File: src/rtl/core/csort_pkg.sv
// shared constants and types of the cocktail shaker sorter
`default_nettype none
package csort_pkg;
  localparam int DEPTH = 16;
  localparam int CNT_W = $clog2(DEPTH + 1);
  localparam int IDX_W = $clog2(DEPTH);
  localparam int DATA_W = 32;
  localparam int QUEUE_DEPTH = 4;
  localparam int QPTR_W = $clog2(QUEUE_DEPTH);
  localparam int QCNT_W = $clog2(QUEUE_DEPTH + 1);

  typedef struct packed {
    logic signed [DATA_W-1:0] value;
    logic                     end_set;
  } item_t;
endpackage
`default_nettype wire

File: src/rtl/core/csort_front.sv
// front end: takes items, marks the end of each set, queues them for the back end
`default_nettype none
module csort_front (
  input  wire                        clk,
  input  wire                        rst,
  input  wire                        push,
  output logic                       full,
  input  wire signed [31:0]          value,
  input  wire                        last_in,
  output logic                       q_valid,
  output csort_pkg::item_t           q_data,
  input  wire                        q_pop
);
  import csort_pkg::*;

  item_t             queue [QUEUE_DEPTH];
  logic [QPTR_W-1:0] wr_ptr;
  logic [QPTR_W-1:0] rd_ptr;
  logic [QCNT_W-1:0] count;
  logic [IDX_W-1:0]  set_count;
  logic              do_push;
  logic              do_pop;
  logic              set_end;

  assign do_push = push && !full;
  assign do_pop  = q_pop && q_valid;
  assign full    = (count == QCNT_W'(QUEUE_DEPTH));
  assign q_valid = (count != '0);
  assign q_data  = queue[rd_ptr];
  // set ends on the flag or on the item that fills the store
  assign set_end = last_in || (set_count == IDX_W'(DEPTH - 1));

  // queue storage
  always_ff @(posedge clk) begin
    if (do_push) begin
      queue[wr_ptr] <= '{value: value, end_set: set_end};
    end
  end

  // pointers, fill level and per-set count
  always_ff @(posedge clk) begin
    if (rst) begin
      wr_ptr    <= '0;
      rd_ptr    <= '0;
      count     <= '0;
      set_count <= '0;
    end else begin
      if (do_push) begin
        wr_ptr    <= wr_ptr + 1'b1;
        set_count <= set_end ? '0 : set_count + 1'b1;
      end
      if (do_pop) begin
        rd_ptr <= rd_ptr + 1'b1;
      end
      if (do_push && !do_pop) begin
        count <= count + 1'b1;
      end else if (!do_push && do_pop) begin
        count <= count - 1'b1;
      end
    end
  end
endmodule
`default_nettype wire

File: src/rtl/core/csort_back.sv
// back end: loads a set, sorts it with transposition passes, shifts it out
`default_nettype none
module csort_back (
  input  wire                        clk,
  input  wire                        rst,
  input  wire                        q_valid,
  input  csort_pkg::item_t           q_data,
  output logic                       q_pop,
  output logic                       empty,
  input  wire                        pop,
  output logic signed [31:0]         sorted_value,
  output logic                       last_out
);
  import csort_pkg::*;

  localparam logic [1:0] S_LOAD = 2'd0;
  localparam logic [1:0] S_SORT = 2'd1;
  localparam logic [1:0] S_EMIT = 2'd2;

  logic [1:0]               state;
  logic signed [DATA_W-1:0] store [DEPTH];
  logic [CNT_W-1:0]         count;
  logic [CNT_W-1:0]         phase;

  assign q_pop        = (state == S_LOAD) && q_valid;
  assign empty        = (state != S_EMIT);
  assign sorted_value = store[0];
  assign last_out     = (count == CNT_W'(1));

  // element store: load, compare-exchange lanes, shift out
  always_ff @(posedge clk) begin
    case (state)
      S_LOAD: begin
        if (q_valid) begin
          store[count[IDX_W-1:0]] <= q_data.value;
        end
      end
      S_SORT: begin
        for (int k = 0; k < DEPTH - 1; k++) begin
          if ((k % 2) == int'(phase[0]) && (k + 1) < int'(count) &&
              store[k] > store[k+1]) begin
            store[k]   <= store[k+1];
            store[k+1] <= store[k];
          end
        end
      end
      S_EMIT: begin
        if (pop) begin
          for (int k = 0; k < DEPTH - 1; k++) begin
            store[k] <= store[k+1];
          end
        end
      end
      default: begin
      end
    endcase
  end

  // sequencer
  always_ff @(posedge clk) begin
    if (rst) begin
      state <= S_LOAD;
      count <= '0;
      phase <= '0;
    end else begin
      case (state)
        S_LOAD: begin
          if (q_valid) begin
            count <= count + 1'b1;
            phase <= '0;
            if (q_data.end_set) begin
              state <= S_SORT;
            end
          end
        end
        S_SORT: begin
          phase <= phase + 1'b1;
          if (phase == count - 1'b1) begin
            state <= S_EMIT;
          end
        end
        S_EMIT: begin
          if (pop) begin
            count <= count - 1'b1;
            if (count == CNT_W'(1)) begin
              state <= S_LOAD;
            end
          end
        end
        default: state <= S_LOAD;
      endcase
    end
  end
endmodule
`default_nettype wire

File: src/rtl/core/cocktail_shaker_sorter_core.sv
// Loading: the back end writes each item into the store as it takes it from the queue, one
// item per cycle while the queue holds items; the item that ends a set starts the sort.
// Sorting: alternating even and odd passes of the compare-exchange lanes, then one result
// per cycle while pop is high; no new set is loaded until the last result is out.
// A four-entry queue lets the front take items while the back end sorts or shifts out.
// Reset (rst, synchronous): queue, counts and sequencer cleared; store contents left as is.
`default_nettype none
module cocktail_shaker_sorter_core (
  input  wire                 clk,
  input  wire                 rst,
  input  wire                 push,
  output logic                full,
  input  wire signed [31:0]   value,
  input  wire                 last_in,
  output logic                empty,
  input  wire                 pop,
  output logic signed [31:0]  sorted_value,
  output logic                last_out
);
  import csort_pkg::*;

  logic  q_valid;
  item_t q_data;
  logic  q_pop;

  // front end and item queue
  csort_front u_front (
    .clk(clk), .rst(rst), .push(push), .full(full), .value(value),
    .last_in(last_in), .q_valid(q_valid), .q_data(q_data), .q_pop(q_pop)
  );

  // sort engine
  csort_back u_back (
    .clk(clk), .rst(rst), .q_valid(q_valid), .q_data(q_data), .q_pop(q_pop),
    .empty(empty), .pop(pop), .sorted_value(sorted_value), .last_out(last_out)
  );
endmodule
`default_nettype wire

File: config.mk
export PLATFORM = sky130hd
export DESIGN_NAME = cocktail_shaker_sorter_core
export DESIGN_NICKNAME = d
export VERILOG_FILES = /design/src/rtl/core/csort_pkg.sv /design/src/rtl/core/csort_front.sv /design/src/rtl/core/csort_back.sv /design/src/rtl/core/cocktail_shaker_sorter_core.sv
export SDC_FILE = /design/constraint.sdc
export NUM_CORES = 2
export LEC_CHECK = 0
export BUFFER_PORTS_ARGS = -buffer_cell sky130_fd_sc_hd__buf_2
export CAP_MARGIN = 20
export CORE_UTILIZATION = 35
export CTS_BUF_LIST = sky130_fd_sc_hd__clkbuf_2 sky130_fd_sc_hd__clkbuf_4 sky130_fd_sc_hd__clkbuf_8
export DETAILED_ROUTE_END_ITERATION = 16
export PLACE_DENSITY_LB_ADDON = 0.15
export SYNTH_ARGS = -nofsm -noshare
export SYNTH_HDL_FRONTEND = slang
export SYNTH_HIERARCHICAL = 1
export SYNTH_SLANG_ARGS = --single-unit
File: constraint.sdc
create_clock -name clk -period 6.1 [get_ports clk]
set_input_delay 0.61 -clock clk [delete_from_list [all_inputs] [get_ports clk]]
set_output_delay 0.61 -clock clk [all_outputs]
set_load 0.1 [all_outputs]
==> results.toml <==
[sta]
skew_ns = 0.0339
hold_ws_ns = 0.120
fmax_mhz = 221
fin_crit_sh_pct = 74.2
final.setup.tns_ns = 0
period_needed_ns = 4.53
setup_viol = 0
rsz0062_at_grt = "no"
finalHoldViolCount = 0
final-max-slew-violation-count = 0
maxSlewHeadroom_pct = 15.8
worst_slew_pin_slew_ns = 1.25

[synthesis]
synth_top_flop_cell = "edfxtp_1"
synthesis.area_um2 = 43000
netlist_instances = 4102
yosysSeqAreaShare_pct = 46.1
yosys_warnings = 6
synth-edff-count = 644
synth_top_cell_by_area = "edfxtp_1"
ys_ff_latch = 669
synth_cell_types = 87
synth_top_area_share_pct = 44.9
synthTopCellsByArea = "edfxtp_1 (45%), ha_1 (14%), inv_1 (4.5%), a21oi_1 (3.1%), a221o_1 (2.8%)"
syn-num-nets = 4632
async_flop_share_pct = 0
avgSynthCellArea_um2 = 10.5

[global_route]
grtUsageMet3_pct = 3.89
gr-usage-met1_pct = 33.4
grt-ovfl-total = 0
top_usage_layer = "met2"
grt_pass1_wl_mm = 223
grt_usage_pct = 24.0
use_met2_pct = 36.9
antenna_found_initial = 2
grt_max_degree = 97
grt_pass1_vias = 33400

[detailed_routing]
routed_wirelength_mm = 151
drcViolationCount = 0
vias = 34100
ant_nets = 0
wire_per_inst_um = 25.5
drtIter0Drc = 3017
viasPerCell = 5.78
drtPass1Iterations = 5

[setup_path]
start_kind = "flip-flop"
cp_max_fo = 37
critPathKind = "flip-flop to flip-flop"
critical_path.endpoint_type = "flip-flop"
cp_data_required_time_ns = 6.60
crit_arrival_ns = 5.03

[clock_tree]
cts_setup_buffers = 0
cts-root-buf = "clkbuf_8"
clkTransAtPathRegs_ns = 0.06
cts_tree = "yes"
clk_latency_ns = 0.84
clock_path_buffers = 3
ctsHtreeMaxLevel = 4
cts_sinks = 669
tritoncts.num_buffers = 133

[outcome]
status = "completed"

[pwr]
powerDensity_nw_per_um2 = 422
leakage_uw = 0.0194
vdd_drop_max_mv = 0.287

[floorplan]
initial_core_util_pct = 35.3
fp-row-count = 128
pin_count = 72
die_height_um = 353
dieArea_um2 = 124000
dieWidth_um = 353
core_region_area_um2 = 122000

[cells_and_area]
drive_above_1_share_pct = 10.8
nNetsFinal = 4707
fillers = 12000
syn_to_final_growth_pct = 11.8

[job]
cap_violations = 0

[placement]
port_buffers = 71
place.gp.congestion = 0.910
dpl.hpwl_mm = 111

[worst_hold_path]
holdCritPathClass = "input port to flip-flop"
Yosys cell counts (8+ instances only):
library cell / instances
edfxtp_1: 644
inv_1: 520
ha_1: 492
nand2_1: 291
a21oi_1: 264
o21ai_0: 229
o22ai_1: 159
clkbuf_1: 155
nor2_1: 127
a221o_1: 122
nand4_1: 96
nor3_1: 88
nand3_1: 87
a31oi_1: 74
a2bb2oi_1: 64
a22o_1: 62
buf_2: 47
a221oi_1: 46
mux2i_1: 45
a22oi_1: 37
mux4_2: 33
a21o_1: 29
dfxtp_1: 25
o211ai_1: 23
buf_1: 22
nor4_1: 20
nor2b_1: 19
a21oi_2: 18
o311ai_0: 18
a211o_1: 17
o221ai_1: 16
and4_1: 15
a211oi_1: 13
buf_6: 12
clkinv_1: 12
xnor2_1: 11
a221oi_2: 9
and2_1: 8
and3_1: 8
nand2b_1: 8
o31ai_1: 8
report_power, final:
group / total [uW] / internal (uW) / switching (uW)
registers: 7480 / 6560 / 924
logic: 8120 / 2640 / 5480
clock network: 4700 / 2550 / 2150
total: 20300 / 11800 / 8550
per-layer routing:
metal / wire length, um / vias to the layer above
met3: 9430 / 255
li1: - / 15900
met2: 66600 / 1122
met4: 6030 / 0
met5: 0 / -
met1: 68500 / 16900
logic make-up after synthesis:
| family | after synthesis | share of synthesized area (%) |
|---|---|---|
| xor gates and xnor gates | 18 | 0.366 |
| DFF | 669 | 46.1 |
| buffers and inverters | 775 | 7.16 |
| adders and majority gates | 493 | 14.4 |
| and+or+nand+nor | 811 | 9.14 |
| AOI/OAI and AO/OA | 1256 | 20.0 |
| muxes | 80 | 2.84 |
cell usage in the layout, fill, tap and decap left out, types with 83 or more instances in the layout:
cell	netlist	final
a221o_1	122	122
o21ai_0	229	228
inv_1	520	520
nand3_1	87	83
o22ai_1	159	159
edfxtp_1	644	644
a21oi_1	264	264
ha_1	492	492
clkbuf_8	0	138
nor3_1	88	87
nand2_1	291	288
nor2_1	127	124
nand4_1	96	96
cell type report:
| class | count | area (um^2) | area share (%) |
|---|---|---|---|
| antenna | 1 | 2.50 | 0.00520 |
| clock buffer | 182 | 2230 | 4.63 |
| clock inverter | 57 | 405 | 0.843 |
| inverter | 533 | 2010 | 4.17 |
| multi-input combinational | 2658 | 20300 | 42.1 |
| sequential | 669 | 19800 | 41.2 |
| tap | 1625 | 2030 | 4.23 |
| timing repair buffer | 182 | 1330 | 2.76 |
path summary, 6_finish.rpt:
| kind | start | slack (ns) | depth (start not counted) | end |
|---|---|---|---|---|
| worst max-delay path | u_back/store[7][7]$_DFFE_PP_ | 1.57 | 12 | u_back/store[6][7]$_DFFE_PP_ |
| worst min-delay path | last_in | 0.12 | 4 | u_front/set_count[2]$_SDFFE_PP0P_ |
| worst max register to register | u_back/store[7][7]$_DFFE_PP_ | 1.57 | 12 | u_back/store[6][7]$_DFFE_PP_ |
| worst min register to register | u_back/phase[4]$_SDFFE_PP0P_ | 0.49 | 2 | u_back/phase[4]$_SDFFE_PP0P_ |
stage by stage:
step	power (uW)	util [%]	cell area, um^2	std cells	worst slack, ns
finish	20300	39.5	48100	5907	1.57
global route	21500	39.5	48100	5907	1.24
CTS	20400	39.5	48100	5906	1.66
detailed placement	15600	37.0	45200	5635	1.66
global placement	15500	37.0	45100	5634	1.67
floorplan	12800	-	43000	4102	2.15
timing repair:
item	4_1_cts	5_1_grt
hold endpoints to repair	128	0
hold buffers	32	0
gates resized for setup	0	0
worst max-delay path, stage by stage (launching register included):
cell and delay (ns):
edfxtp_1 0.43, inv_1 0.08, ha_1 0.33, a21oi_1 0.15, o21ai_0 0.13, a221oi_1 0.61
nor3b_1 0.11, a2111oi_0 0.83, mux2i_4 0.35, buf_4 0.44, nor2_2 0.21, nand2_1 0.24
buf_12 0.25
registers in the layout, indices dropped and copies added, names as in the netlist, named ones only:
register and flops:
u_back/count 5, u_back/store 512, u_front/wr_ptr 2, u_back/state 2
u_front/queue 132, u_front/set_count 4, u_front/rd_ptr 2, u_front/count 3
u_back/phase 5
No activity file was read; power rests on OpenSTA's default activity.
